`config.mk`:
```
export PLATFORM = sky130hd
export DESIGN_NAME = sst_ctrl
export DESIGN_NICKNAME = d
export VERILOG_FILES = /design/src/rtl/core/sst_pkg.sv /design/src/rtl/core/sst_ctrl.sv
export VERILOG_INCLUDE_DIRS = /design/src /design/src/rtl/core
export SDC_FILE = /design/constraint.sdc
export NUM_CORES = 1
export LEC_CHECK = 0
export BUFFER_PORTS_ARGS = -buffer_cell sky130_fd_sc_hd__clkbuf_2
export CAP_MARGIN = 20
export CORE_AREA = 2 2 39 41
export CTS_BUF_LIST = sky130_fd_sc_hd__clkbuf_2
export DETAILED_ROUTE_END_ITERATION = 8
export DIE_AREA = 0 0 41 43
export PLACE_DENSITY = 0.7
export SETUP_SLACK_MARGIN = 0.15
export SYNTH_ARGS = -nofsm -noshare
export SYNTH_HDL_FRONTEND = slang
export SYNTH_SLANG_ARGS = --single-unit
```
`constraint.sdc`:
```
create_clock -name clk -period 1.3 [get_ports clk]
set_input_delay 0.13 -clock clk [delete_from_list [all_inputs] [get_ports clk]]
set_output_delay 0.13 -clock clk [all_outputs]
set_load 0.02 [all_outputs]
```
`src/rtl/core/assert_macros.svh`:
```
// Assertion macros shared by the sorted set table modules
`ifndef ASSERT_MACROS_SVH
`define ASSERT_MACROS_SVH

// check cons in the same cycle as ante
`define SST_ASSERT_NOW(lbl, ante, cons) \
	lbl: assert property (@(posedge clk) disable iff (!arst_n) (ante) |-> (cons)) \
		else $error("sorted set table assertion failed");

// check cons in the cycle after ante
`define SST_ASSERT_NEXT(lbl, ante, cons) \
	lbl: assert property (@(posedge clk) disable iff (!arst_n) (ante) |=> (cons)) \
		else $error("sorted set table assertion failed");

`endif

```
`src/rtl/core/sst_pkg.sv`:
```
// Types and constants of the sorted set table
package sst_pkg;

	localparam int KEY_W  = 32;
	localparam int MODE_W = 2;
	localparam int POS_W  = 9;

	localparam logic [MODE_W-1:0] MODE_ADD    = 2'd0;
	localparam logic [MODE_W-1:0] MODE_REMOVE = 2'd1;
	localparam logic [MODE_W-1:0] MODE_QUERY  = 2'd2;

	localparam logic STATUS_DONE = 1'b0;
	localparam logic STATUS_FULL = 1'b1;

	typedef enum logic [3:0] {
		OP_NONE,
		OP_LOAD,
		OP_PROBE,
		OP_EVAL,
		OP_LOCATE,
		OP_SHIFT_UP,
		OP_SHIFT_DOWN,
		OP_SHIFT_STEP,
		OP_INSERT,
		OP_DELETE,
		OP_RESULT
	} dp_op_t;

	typedef struct packed {
		dp_op_t op;
		logic   status;
	} dp_cmd_t;

	typedef struct packed {
		logic search_done;
		logic hit;
		logic found;
		logic full;
		logic shift_done;
	} dp_stat_t;

endpackage

```
`src/rtl/core/sst_ctrl.sv`:
```
// Controller of the sorted set table: search, shift and reply sequencing
`include "assert_macros.svh"

module sst_ctrl import sst_pkg::*; (
	input  logic              clk,
	input  logic              arst_n,
	input  logic              req_valid,
	output logic              req_ready,
	input  logic [MODE_W-1:0] req_mode,
	output logic              rsp_valid,
	input  logic              rsp_ready,
	input  dp_stat_t          stat,
	output dp_cmd_t           cmd
);

	typedef enum logic [2:0] {
		S_IDLE,
		S_PROBE,
		S_EVAL,
		S_DECIDE,
		S_SHIFT,
		S_FINISH,
		S_REPLY
	} state_t;

	state_t            state_q;
	logic [MODE_W-1:0] mode_q;
	logic              status_q;
	logic              rsp_valid_q;

	logic reply_go;
	logic add_go;
	logic add_drop;
	logic rem_go;

	assign req_ready = (state_q == S_IDLE);
	assign rsp_valid = rsp_valid_q;
	assign reply_go  = (state_q == S_REPLY) && (!rsp_valid_q || rsp_ready);
	assign add_go    = (mode_q == MODE_ADD) && !stat.found && !stat.full;
	assign add_drop  = (mode_q == MODE_ADD) && !stat.found && stat.full;
	assign rem_go    = (mode_q == MODE_REMOVE) && stat.found;

	always_comb begin
		cmd.op     = OP_NONE;
		cmd.status = status_q;
		case (state_q)
			S_IDLE: begin
				if (req_valid) begin
					cmd.op = OP_LOAD;
				end
			end
			S_PROBE: begin
				cmd.op = stat.search_done ? OP_LOCATE : OP_PROBE;
			end
			S_EVAL: begin
				cmd.op = OP_EVAL;
			end
			S_DECIDE: begin
				if (add_go) begin
					cmd.op = OP_SHIFT_UP;
				end else if (rem_go) begin
					cmd.op = OP_SHIFT_DOWN;
				end
			end
			S_SHIFT: begin
				cmd.op = OP_SHIFT_STEP;
			end
			S_FINISH: begin
				cmd.op = (mode_q == MODE_ADD) ? OP_INSERT : OP_DELETE;
			end
			S_REPLY: begin
				if (reply_go) begin
					cmd.op = OP_RESULT;
				end
			end
			default: ;
		endcase
	end

	always_ff @(posedge clk or negedge arst_n) begin
		if (!arst_n) begin
			state_q     <= S_IDLE;
			mode_q      <= MODE_QUERY;
			status_q    <= STATUS_DONE;
			rsp_valid_q <= 1'b0;
		end else begin
			if (reply_go) begin
				rsp_valid_q <= 1'b1;
			end else if (rsp_ready) begin
				rsp_valid_q <= 1'b0;
			end
			case (state_q)
				S_IDLE: begin
					if (req_valid) begin
						mode_q   <= req_mode;
						status_q <= STATUS_DONE;
						state_q  <= S_PROBE;
					end
				end
				S_PROBE: begin
					state_q <= stat.search_done ? S_DECIDE : S_EVAL;
				end
				S_EVAL: begin
					state_q <= stat.hit ? S_DECIDE : S_PROBE;
				end
				S_DECIDE: begin
					case (mode_q)
						MODE_ADD: begin
							if (add_drop) begin
								status_q <= STATUS_FULL;
							end
							state_q <= add_go ? S_SHIFT : S_REPLY;
						end
						MODE_REMOVE: begin
							state_q <= rem_go ? S_SHIFT : S_REPLY;
						end
						MODE_QUERY: begin
							state_q <= S_REPLY;
						end
						default: begin
							state_q <= S_REPLY;
						end
					endcase
				end
				S_SHIFT: begin
					if (stat.shift_done) begin
						state_q <= S_FINISH;
					end
				end
				S_FINISH: begin
					state_q <= S_REPLY;
				end
				S_REPLY: begin
					if (reply_go) begin
						state_q <= S_IDLE;
					end
				end
				default: begin
					state_q <= S_IDLE;
				end
			endcase
		end
	end

	`SST_ASSERT_NOW(a_rsp_from_reply, $rose(rsp_valid_q), $past(state_q) == S_REPLY)
	`SST_ASSERT_NOW(a_shift_mode, state_q == S_SHIFT,
		mode_q == MODE_ADD || mode_q == MODE_REMOVE)

endmodule

```
==> results of run 1 <==
[final cells by class]
class	instances	share of cell area, %
clock buffer	4	1.88
sequential	7	16.9
inverter	1	0.353
timing repair buffer	45	39.9
multi-input combinational	45	39.1
tap	16	1.88
[final timing paths]
path	slack (ps)	depth (start not counted)	end	startpoint
setup / recovery	-350	5	cmd[2]	state_q[2]
hold / removal	150	2	mode_q[1]	req_mode[1]
setup reg to reg	-240	7	state_q[1]	mode_q[0]
hold reg to reg	550	1	status_q	status_q
max in group asynchronous	750	2	mode_q[1]	arst_n
min in group asynchronous	320	2	rsp_valid	arst_n
[flip-flops by register name, summed over array words and instances (netlist names)]
| name | count |
|---|---|
| rsp_valid | 1 |
| status_q | 1 |
| state_q | 3 |
| mode_q | 2 |
[cells in the final DEF (no fill, tap or decap), types with 2 or more instances in the layout]
cell type | synthesis | final
clkbuf_2 | 0 | 16
buf_4 | 1 | 15
buf_6 | 0 | 9
nor2_1 | 4 | 4
o21ai_0 | 4 | 4
nand2_1 | 5 | 3
mux2_4 | 0 | 3
dfrtp_1 | 6 | 3
buf_8 | 0 | 3
dfrtp_2 | 0 | 3
nor2b_4 | 0 | 2
nor2b_1 | 4 | 2
a21o_1 | 2 | 2
nand3b_1 | 2 | 2
a2bb2oi_2 | 0 | 2
nand2b_1 | 2 | 2
nand2_2 | 0 | 2
clkbuf_8 | 0 | 2
buf_12 | 0 | 2
[cells by family (layout without fill, tap and decap cells)]
group           after synthesis  in the layout  share of synthesized area (%)
simple gates                 25             25                           28.6
compound gates               17             17                           24.1
flops                         7              7                           35.3
buf+inv                       5             50                           5.26
mux                           3              3                           6.77
[stage by stage]
stage | instance area [µm²] | util, % | worst slack (ps) | power (mW)
finish | 1060 | 76.9 | -346 | 2.98
floorplan | 554 | - | -48.0 | 1.30
detailed placement | 759 | 54.9 | -145 | 1.85
global route | 1060 | 76.9 | -406 | 3.12
global placement | 759 | 54.9 | -105 | 1.82
CTS | 1030 | 74.7 | -343 | 2.72
[power groups by stage]
stage          Sequential [mW]  Clock [mW]  Combinational, mW
2_1_floorplan            0.458           0              0.842
3_3_place_gp             0.437           0               1.39
3_5_place_dp             0.445           0               1.41
4_1_cts                  0.453       0.159               2.11
5_1_grt                  0.486       0.170               2.47
6_report                 0.477       0.149               2.35
[critical path, cell delays in order, from the launching register on]
cell,delay [ps]
dfrtp_2,450
buf_6,130
and3b_2,200
a21o_1,180
a2bb2oi_2,170
clkbuf_8,170
[layer usage]
metal	global-route usage (%)	wire length [µm]
met1	29.5	847
met2	38.1	1110
met3	3.14	92
met4	14.7	76
met5	0	0
[timing repair]
action                     CTS  global route
buffers inserted            10             1
hold endpoints to repair     7             0
pin swaps                   12             9
gates cloned                 1             0
hold buffers                 1             0
setup endpoints to repair   11            10
resized for setup           31             8
==> summary.txt, run 1 <==
Power
  • PwrDens: 2800 mW/mm²
  • Combinational power share: between 70 and 80%
  • Part of the power in registers: 16.0%
  • Sw Share: 39.7%
  • Clk pwr share: 5.0%
  • Static Leakage: between 0.5 and 0.6 nW
  • Peak supply drop: 1.56 mV
  • Switching Power: roughly 1.2 mW
  • Internal power: about 1.8 mW

Clocking
  • Num CTS Buffers: 3
  • Worst skew pair latency: between 200 and 250 ps
  • CTS Root Cell: clkbuf_2
  • TritonCTS clock tree: done
  • H-tree depth: 1
  • Worst-path clk slew: approximately 60 ps
  • Bufs on Longest Clock Path: 2
  • TritonCTS Sinks: 7

Synth
  • Register area share after synthesis: 35.3%
  • FFs w/ async S/R, synth: 100%
  • Syn avg cell area: 8.76 µm²
  • Most numerous cell in the Yosys netlist: dfrtp_1
  • Synth Register Bits: 7
  • Post-synthesis cell count: 57
  • Yosys warnings: 0
  • Post-synth EDFFs: 0
  • Synthesized Nets: 68
  • Post-Syn Area: 499 µm²
  • Post-synth top area share: approximately 30%
  • Top_reg_cell synth: dfrtp_1
  • Biggest area consumer among synthesized cells: dfrtp_1
  • Most frequent cells after synthesis: 6 x dfrtp_1, 5 x nand2_1, 4 x nor2_1, 4 x nor2b_1, 4 x o21ai_0
  • Distinct cells, synth: 28
  • Synth area leaders: dfrtp_1 30%, mux2_2 6.8%, dfstp_2 5.3%

Placed design
  • Gp weighted congestion: 0.744
  • Placed Cells: about 100
  • Port bufs: 17
  • Final HPWL DP: 968 µm

Finish
  • Multi-input gate area: between 400 and 500 µm²
  • Fillers: 82
  • ANT cells: 0
  • Register Area: around 180 µm²
  • Share of layout cells above drive strength 1: between 70% and 80%
  • Non-filler instance count after layout: 118
  • Total Nets Final: 114
  • Synth-to-layout area growth: 113%

Run
  • # Max-Cap Violations: 0

Global routing
  • Initial antenna violation count: 0
  • Vias in the first global route: 653
  • GRT overflow: 0
  • GRT Total Usage: 24.2%
  • Largest net degree at the start of global routing: 11
  • First-pass GRT wire length: 2.82 mm

Critical path
  • CP startpoint kind: flip-flop
  • Worst endpoint required time: around 1200 ps
  • Worst setup EP type: output pin
  • Critical path class: reg -> out
  • CP arrival: between 1500 and 2000 ps
  • CP max FO: 3

Drt
  • DR DRC count: 0
  • Via/cell ratio: 5.53
  • Via Count: 652
  • DR iter-0 viols: 19
  • Post-Route WL: about 2.1 mm
  • TritonRoute pass-1 iters: 4
  • Final ANT Viol Nets: 0
  • WL per Instance: 18.0 µm

STA
  • Hold Vio Cnt, Final: 0
  • RSZ-0062 raised after global routing: yes
  • Worst slew pin tran: 331 ps
  • Min Tclk post-route: around 1600 ps
  • Clock Skews: around 1.8 ps
  • Max_slew headroom: 77.9%
  • Final WS setup: -346 ps
  • Fin crit share: 127%
  • Hold_ws: 148 ps
  • FMAX: 0.608 GHz
  • Slew Limit Fails: 0
  • Final setup fails: 9
  • Setup TNS Final: -1710 ps

Floorplan
  • # rows: 14
  • Core area: about 0.0014 mm²
  • DIE AREA: 0.00176 mm²
  • Die width: 41 µm
  • # IOs: 18
  • Initial Util: 36.1%
  • Chip height: 43 µm

Hold path
  • Hold WC Path Type: in -> reg

Run status
  • Failing checks: negative setup slack
  • Status: complete, but fails checks
Power figures use the tool's default switching activity.
==> run 2, diff against run 1 <==
--- a/config.mk
+++ b/config.mk
@@ -10,9 +10,10 @@
 export CAP_MARGIN = 20
 export CORE_AREA = 2 2 39 41
 export CTS_BUF_LIST = sky130_fd_sc_hd__clkbuf_2
+export CTS_CLUSTER_SIZE = 12
 export DETAILED_ROUTE_END_ITERATION = 8
 export DIE_AREA = 0 0 41 43
-export PLACE_DENSITY = 0.7
+export PLACE_DENSITY = 0.67
 export SETUP_SLACK_MARGIN = 0.15
 export SYNTH_ARGS = -nofsm -noshare
 export SYNTH_HDL_FRONTEND = slang
==> constraint.sdc (replaced) <==
create_clock -name clk -period 1.6 [get_ports clk]
set_input_delay 0.16 -clock clk [delete_from_list [all_inputs] [get_ports clk]]
set_output_delay 0.16 -clock clk [all_outputs]
set_load 0.02 [all_outputs]
==> run 2 against run 1 <==
The run still ends with negative setup slack left. Worst setup slack better by 260 ps. Core utilization down 12 points. Sequential power down 18%. Critical endpoint is now cmd[1]. Cell count down 8.5%. Hold slack better by 19 ps.
==> summary.txt, run 2 (synthesis results as in run 1) <==
Run status
  • Status: complete, but fails checks
  • Failing checks: negative setup slack

Finish
  • Synth-to-layout area growth: 79.2%
  • Fillers: 92 (+12%)
  • Register Area: 180 µm² (unchanged)
  • Largest regs: state_q (3), mode_q (2)
  • Most common cell after layout, fill and taps aside: clkbuf_2
  • Most frequent cells in the layout: 16 x clkbuf_2, 10 x buf_6, 9 x buf_4
  • ANT cells: 0 (unchanged)
  • Final instance area: 895 µm² (-16%)
  • Reg with most FFs: state_q
  • Core Util, Final: 64.6% (-12 points)
  • Non-filler instance count after layout: 108 (-8.5%)
  • Multi-input gate area: 377 µm² (-9.3%)
  • Share of layout cells above drive strength 1: 60.9% (-11 points)
  • Total Nets Final: 104 (-8.8%)
  • Largest register FFs: 3 (unchanged)

Critical path
  • Worst Path Buf+Inv: 1 (-1)
  • CP arrival: 1520 ps (about the same)
  • CP startpoint kind: flip-flop
  • Critical path class: reg -> out
  • Slowest cell on the critical path: or4_4
  • Cell Chain, Critical Path: or4_4 -> a21oi_2 -> mux2_4 -> buf_8
  • Crit-path max cell delay: 480 ps (+30 ps)
  • CP max FO: 2 (-1)
  • Family with the most delay on the worst path: simple AND/OR/NAND/NOR gates
  • Worst setup EP type: output pin
  • Worst endpoint required time: 1440 ps (+270 ps)

Global routing
  • First-pass GRT wire length: 1.94 mm (-31%)
  • GRT overflow: 0 (unchanged)
  • Initial antenna violation count: 0 (unchanged)
  • Vias in the first global route: 485 (-26%)
  • Largest net degree at the start of global routing: 10 (-1)
  • GRT Total Usage: 16.8% (-7.4 points)

Floorplan
  • Chip height: 43 µm (unchanged)
  • Die width: 41 µm (unchanged)
  • Initial Util: 36.1% (unchanged)
  • Core area: 0.00138 mm² (unchanged)
  • # rows: 14 (unchanged)
  • DIE AREA: 0.00176 mm² (unchanged)
  • # IOs: 18 (unchanged)

Drt
  • Via/cell ratio: 5.21 (-5.7%)
  • DR iter-0 viols: 8 (-11)
  • TritonRoute pass-1 iters: 3 (-1)
  • DR DRC count: 0 (unchanged)
  • Final ANT Viol Nets: 0 (unchanged)
  • Via Count: 563 (-14%)
  • Post-Route WL: 1.41 mm (-34%)
  • WL per Instance: 13.1 µm (-27%)

STA
  • Final WS setup: -84.4 ps (+261 ps)
  • Slew Limit Fails: 0 (unchanged)
  • Max_slew headroom: 78.7% (+0.84 points)
  • Final setup fails: 1 (-8)
  • Clock Skews: 4.79 ps (+2.98 ps)
  • Fin crit share: 105%
  • Min Tclk post-route: 1680 ps
  • Worst slew pin tran: 319 ps (-12.6 ps)
  • FMAX: 0.594 GHz
  • RSZ-0062 raised after global routing: yes
  • Hold Vio Cnt, Final: 0 (unchanged)

Power
  • Combinational power share: 73.4% (-5.5 points)
  • PwrDens: 2170 mW/mm² (-22%)
  • Clk pwr share: 6.5% (+1.5 points)
  • Part of the power in registers: 20.1% (+4.1 points)
  • Static Leakage: 0.438 nW (-15%)
  • Sw Share: 39.9% (+0.13 points)
  • Internal power: 1.17 mW (-35%)
  • Switching Power: 775 µW (-34%)
  • Design Power: 1.94 mW (-35%)
  • Peak supply drop: 0.790 mV (-49%)

Clocking
  • Worst-path clk slew: 70 ps (about the same)
  • TritonCTS Sinks: 7 (unchanged)
  • Worst skew pair latency: 220 ps (about the same)
  • CTS Root Cell: clkbuf_2
  • TritonCTS clock tree: done
  • Num CTS Buffers: 3 (unchanged)
  • Bufs on Longest Clock Path: 2 (unchanged)
  • H-tree depth: 1 (unchanged)

Run
  • # Max-Cap Violations: 0 (unchanged)

Placed design
  • Final HPWL DP: 806 µm (-17%)
  • Placed Cells: 88 (-13%)
  • Gp weighted congestion: 0.636 (-15%)
  • Placed Area: 602 µm² (-21%)
  • DP Worst Slack: 33.7 ps (+178 ps)
  • Port bufs: 17 (unchanged)

Hold path
  • Hold WC Path Type: in -> reg
-- run 2: cell types whose count changed in the layout (fill, tap and decap cells not counted), sizes merged --
| cell | before | now |
|---|---|---|
| clkbuf | 18 | 17 |
| buf | 30 | 21 |
-- run 2: worst paths after layout --
kind | slack (ps) | cells after the start | to | from
max in group asynchronous | 1080 | 2 | mode_q[1] | arst_n
worst min register to register | 520 | 1 | status_q | status_q
worst max register to register | 180 | 4 | mode_q[0] | state_q[1]
min in group asynchronous | 290 | 2 | status_q | arst_n
worst min-delay path | 170 | 2 | mode_q[0] | req_mode[0]
worst max-delay path | -80 | 4 | cmd[1] | mode_q[1]
-- run 2: final cells by class --
type / count / area share [%]
Sequential cell: 7 / 20.1
Multi-Input combinational cell: 45 / 42.1
Tap cell: 16 / 2.24
Clock buffer: 4 / 2.24
Inverter: 1 / 0.420
Timing Repair Buffer: 35 / 32.9
-- run 2: power by group through the flow --
| stage | combinational (mW) | clock (mW) | sequential [mW] |
|---|---|---|---|
| 5_1_grt | 1.51 | 0.142 | 0.408 |
| 6_report | 1.43 | 0.126 | 0.391 |
| 2_1_floorplan | 0.570 | 0 | 0.356 |
| 3_5_place_dp | 0.681 | 0 | 0.439 |
| 4_1_cts | 1.21 | 0.132 | 0.369 |
| 3_3_place_gp | 0.674 | 0 | 0.440 |
-- run 2: per-layer routing --
layer / global-route usage (%) / part of all wire (%)
met5: 0 / 0
met4: 8.00 / 0
met3: 4.71 / 2.9
met2: 27.2 / 54
met1: 19.2 / 43
-- run 2: stage by stage --
stage          hold WS (ps)  TNS, ps
2_1_floorplan          -136        0
6_report                167    -84.4
3_5_place_dp          0.555        0
4_1_cts                 153    -92.2
5_1_grt                 154     -169
3_3_place_gp          0.252        0
-- run 2: what timing repair did --
action / CTS / global route
hold buffers: 1 / 0
gates resized for setup: 26 / 19
setup buffers: 14 / 1
setup endpoints to repair: 4 / 7
pin swaps: 8 / 6
endpoints found under the hold margin: 7 / 0
==> run 3, diff against run 2 <==
--- a/config.mk
+++ b/config.mk
@@ -7,13 +7,13 @@
 export NUM_CORES = 1
 export LEC_CHECK = 0
 export BUFFER_PORTS_ARGS = -buffer_cell sky130_fd_sc_hd__clkbuf_2
-export CAP_MARGIN = 20
 export CORE_AREA = 2 2 39 41
 export CTS_BUF_LIST = sky130_fd_sc_hd__clkbuf_2
 export CTS_CLUSTER_SIZE = 12
 export DETAILED_ROUTE_END_ITERATION = 8
 export DIE_AREA = 0 0 41 43
 export PLACE_DENSITY = 0.67
+export RECOVER_POWER = 50
 export SETUP_SLACK_MARGIN = 0.15
 export SYNTH_ARGS = -nofsm -noshare
 export SYNTH_HDL_FRONTEND = slang
==> run 3 against run 2 <==
The run still ends with negative setup slack left. Sequential power about the same. Critical path depth unchanged. Fmax about the same. Cell count unchanged. Critical path type unchanged. Critical endpoint unchanged. Largest cell class unchanged. Highest routed layer unchanged.
==> summary.txt, run 3 (synthesis results as in run 1) <==
STA
  • Worst slew pin tran: 350 ps (+31.3 ps)
  • Clock Skews: 4.79 ps (unchanged)
  • Final setup fails: 1 (unchanged)
  • Fin crit share: 105% (about the same)
  • Hold Vio Cnt, Final: 0 (unchanged)
  • FMAX: 0.594 GHz (about the same)
  • RSZ-0062 raised after global routing: yes
  • Slew Limit Fails: 0 (unchanged)
  • Min Tclk post-route: 1680 ps (-0.00230 ps)
  • Hold_ws: 168 ps (+0.872 ps)
  • Final WS setup: -84.4 ps (+0.00230 ps)
  • Max_slew headroom: 76.7% (-2.0 points)

Clocking
  • CTS Root Cell: clkbuf_2
  • Bufs on Longest Clock Path: 2 (unchanged)
  • Num CTS Buffers: 3 (unchanged)
  • Worst skew pair latency: 220 ps (about the same)
  • H-tree depth: 1 (unchanged)
  • TritonCTS Sinks: 7 (unchanged)
  • TritonCTS clock tree: done
  • Worst-path clk slew: 70 ps (about the same)

Power
  • Internal power: 1.16 mW (-0.33%)
  • Static Leakage: 0.428 nW (-2.2%)
  • Combinational power share: 73.4% (about the same)
  • PwrDens: 2180 mW/mm² (+0.23%)
  • Switching Power: 775 µW (about the same)
  • Clk pwr share: 6.5% (about the same)
  • Sw Share: 39.9% (+0.084 points)
  • Part of the power in registers: 20.2% (about the same)
  • Peak supply drop: 0.786 mV (-0.48%)

Critical path
  • Family with the most delay on the worst path: simple AND/OR/NAND/NOR gates
  • CP max FO: 2 (unchanged)
  • CP arrival: 1520 ps (about the same)
  • Worst Path Buf+Inv: 1 (unchanged)
  • Worst setup EP type: output pin
  • Slowest cell on the critical path: or4_4
  • Critical path class: reg -> out
  • Crit Reg-Reg Endpoint: mode_q[0]
  • Worst endpoint required time: 1440 ps (about the same)
  • FF-to-FF path depth: 4 (unchanged)
  • FF-to-FF setup slack: 180 ps (about the same)
  • RR Startpoint: state_q[1]
  • Cell Chain, Critical Path: or4_4 -> a21oi_2 -> mux2_4 -> buf_8
  • Crit-path max cell delay: 480 ps (about the same)
  • CP startpoint kind: flip-flop

Finish
  • Synth-to-layout area growth: 78.4%
  • Register Area: 180 µm² (unchanged)
  • ANT cells: 0 (unchanged)
  • Fillers: 94 (+2.2%)
  • Total Nets Final: 104 (unchanged)
  • Most frequent cells in the layout: 13 x clkbuf_2, 10 x buf_6, 9 x buf_4
  • Largest register FFs: 3 (unchanged)
  • Multi-input gate area: 377 µm² (unchanged)
  • Most common cell after layout, fill and taps aside: clkbuf_2
  • Reg with most FFs: state_q
  • Largest regs: state_q (3), mode_q (2)
  • Share of layout cells above drive strength 1: 57.6% (-3.3 points)

Placed design
  • Gp weighted congestion: 0.636 (unchanged)
  • Port bufs: 17 (unchanged)
  • Final HPWL DP: 806 µm (unchanged)
  • DP Worst Slack: 33.7 ps (unchanged)

Floorplan
  • DIE AREA: 0.00176 mm² (unchanged)
  • Initial Util: 36.1% (unchanged)
  • Core area: 0.00138 mm² (unchanged)
  • # IOs: 18 (unchanged)
  • # rows: 14 (unchanged)
  • Chip height: 43 µm (unchanged)
  • Die width: 41 µm (unchanged)

Drt
  • Via/cell ratio: 5.20 (-0.18%)
  • Post-Route WL: 1.42 mm (+0.35%)
  • DR DRC count: 0 (unchanged)
  • TritonRoute pass-1 iters: 3 (unchanged)
  • DR iter-0 viols: 8 (unchanged)
  • Via Count: 562 (-0.18%)
  • WL per Instance: 13.1 µm (+0.35%)
  • Final ANT Viol Nets: 0 (unchanged)

Global routing
  • Vias in the first global route: 485 (unchanged)
  • First-pass GRT wire length: 1.94 mm (unchanged)
  • GRT overflow: 0 (unchanged)
  • Initial antenna violation count: 0 (unchanged)
  • GRT Total Usage: 16.8% (unchanged)
  • Largest net degree at the start of global routing: 10 (unchanged)

Hold path
  • Min-Delay Path Depth: 2 (unchanged)
  • Hold WC Path Type: in -> reg
  • Hold Crit Start: req_mode[0]
  • Sink of the worst hold path: mode_q[0]

Run
  • # Max-Cap Violations: 0 (unchanged)

Run status
  • Failing checks: negative setup slack
  • Status: complete, but fails checks
-- run 3: cell counts in the layout (fill, tap and decap cells not counted) --
No cell type changed its count.
-- run 3: cell type report --
class                   count  share of cell area (%)
inverters                   1                   0.421
flip-flops and latches      7                    20.2
repair buffers             35                    32.6
clock buffers               4                    2.25
multi-input cells          45                    42.3
well taps                  16                    2.25
-- run 3: timing repair --
item | in CTS | in global routing
pin swaps | 8 | 6
hold buffers | 1 | 0
hold endpoints to repair | 7 | 0
setup buffers | 14 | 1
resized for setup | 26 | 19
endpoints found under the setup margin | 4 | 7
-- run 3: routing by layer --
| metal | part of all wire [%] | up-vias | global-route usage, % |
|---|---|---|---|
| met5 | 0 | - | 0 |
| met4 | 0 | 0 | 8.00 |
| met2 | 54 | 8 | 27.2 |
| met3 | 2.9 | 0 | 4.71 |
| met1 | 43 | 272 | 19.2 |
| li1 | - | 282 | - |
-- run 3: power groups by stage --
| stage | combinational (mW) | clock [mW] | sequential [mW] |
|---|---|---|---|
| 6_report | 1.42 | 0.126 | 0.391 |
| 5_1_grt | 1.51 | 0.142 | 0.409 |
| 4_1_cts | 1.21 | 0.132 | 0.369 |
| 3_5_place_dp | 0.681 | 0 | 0.439 |
| 3_3_place_gp | 0.674 | 0 | 0.440 |
| 2_1_floorplan | 0.570 | 0 | 0.356 |
-- run 3: worst register-to-register path: stages, from the launching register on --
cell and delay, ps:
dfrtp_2 490, buf_6 160, nor3_4 180, and2_4 180, mux2_4 290
-- run 3: how the worst max path moves through the flow --
stage	startpoint	to	slack, ps	cells past startpoint
5_1_grt	mode_q[1]	cmd[1]	-140	4
3_5_place_dp	mode_q[0]	cmd[3]	30	4
6_report	mode_q[1]	cmd[1]	-80	4
3_3_place_gp	mode_q[0]	cmd[3]	80	4
4_1_cts	mode_q[0]	cmd[1]	-90	4
2_1_floorplan	state_q[0]	mode_q[0]	170	3
-- run 3: per-stage QoR --
stage | instance area (µm²) | TNS, ps | cells | utilization [%] | power [mW]
floorplan | 504 | 0 | 57 | - | 0.926
global placement | 602 | 0 | 88 | 43.5 | 1.11
detailed placement | 602 | 0 | 88 | 43.5 | 1.12
CTS | 816 | -92.2 | 107 | 59.0 | 1.71
global route | 891 | -169 | 108 | 64.4 | 2.06
finish | 891 | -84.4 | 108 | 64.4 | 1.94
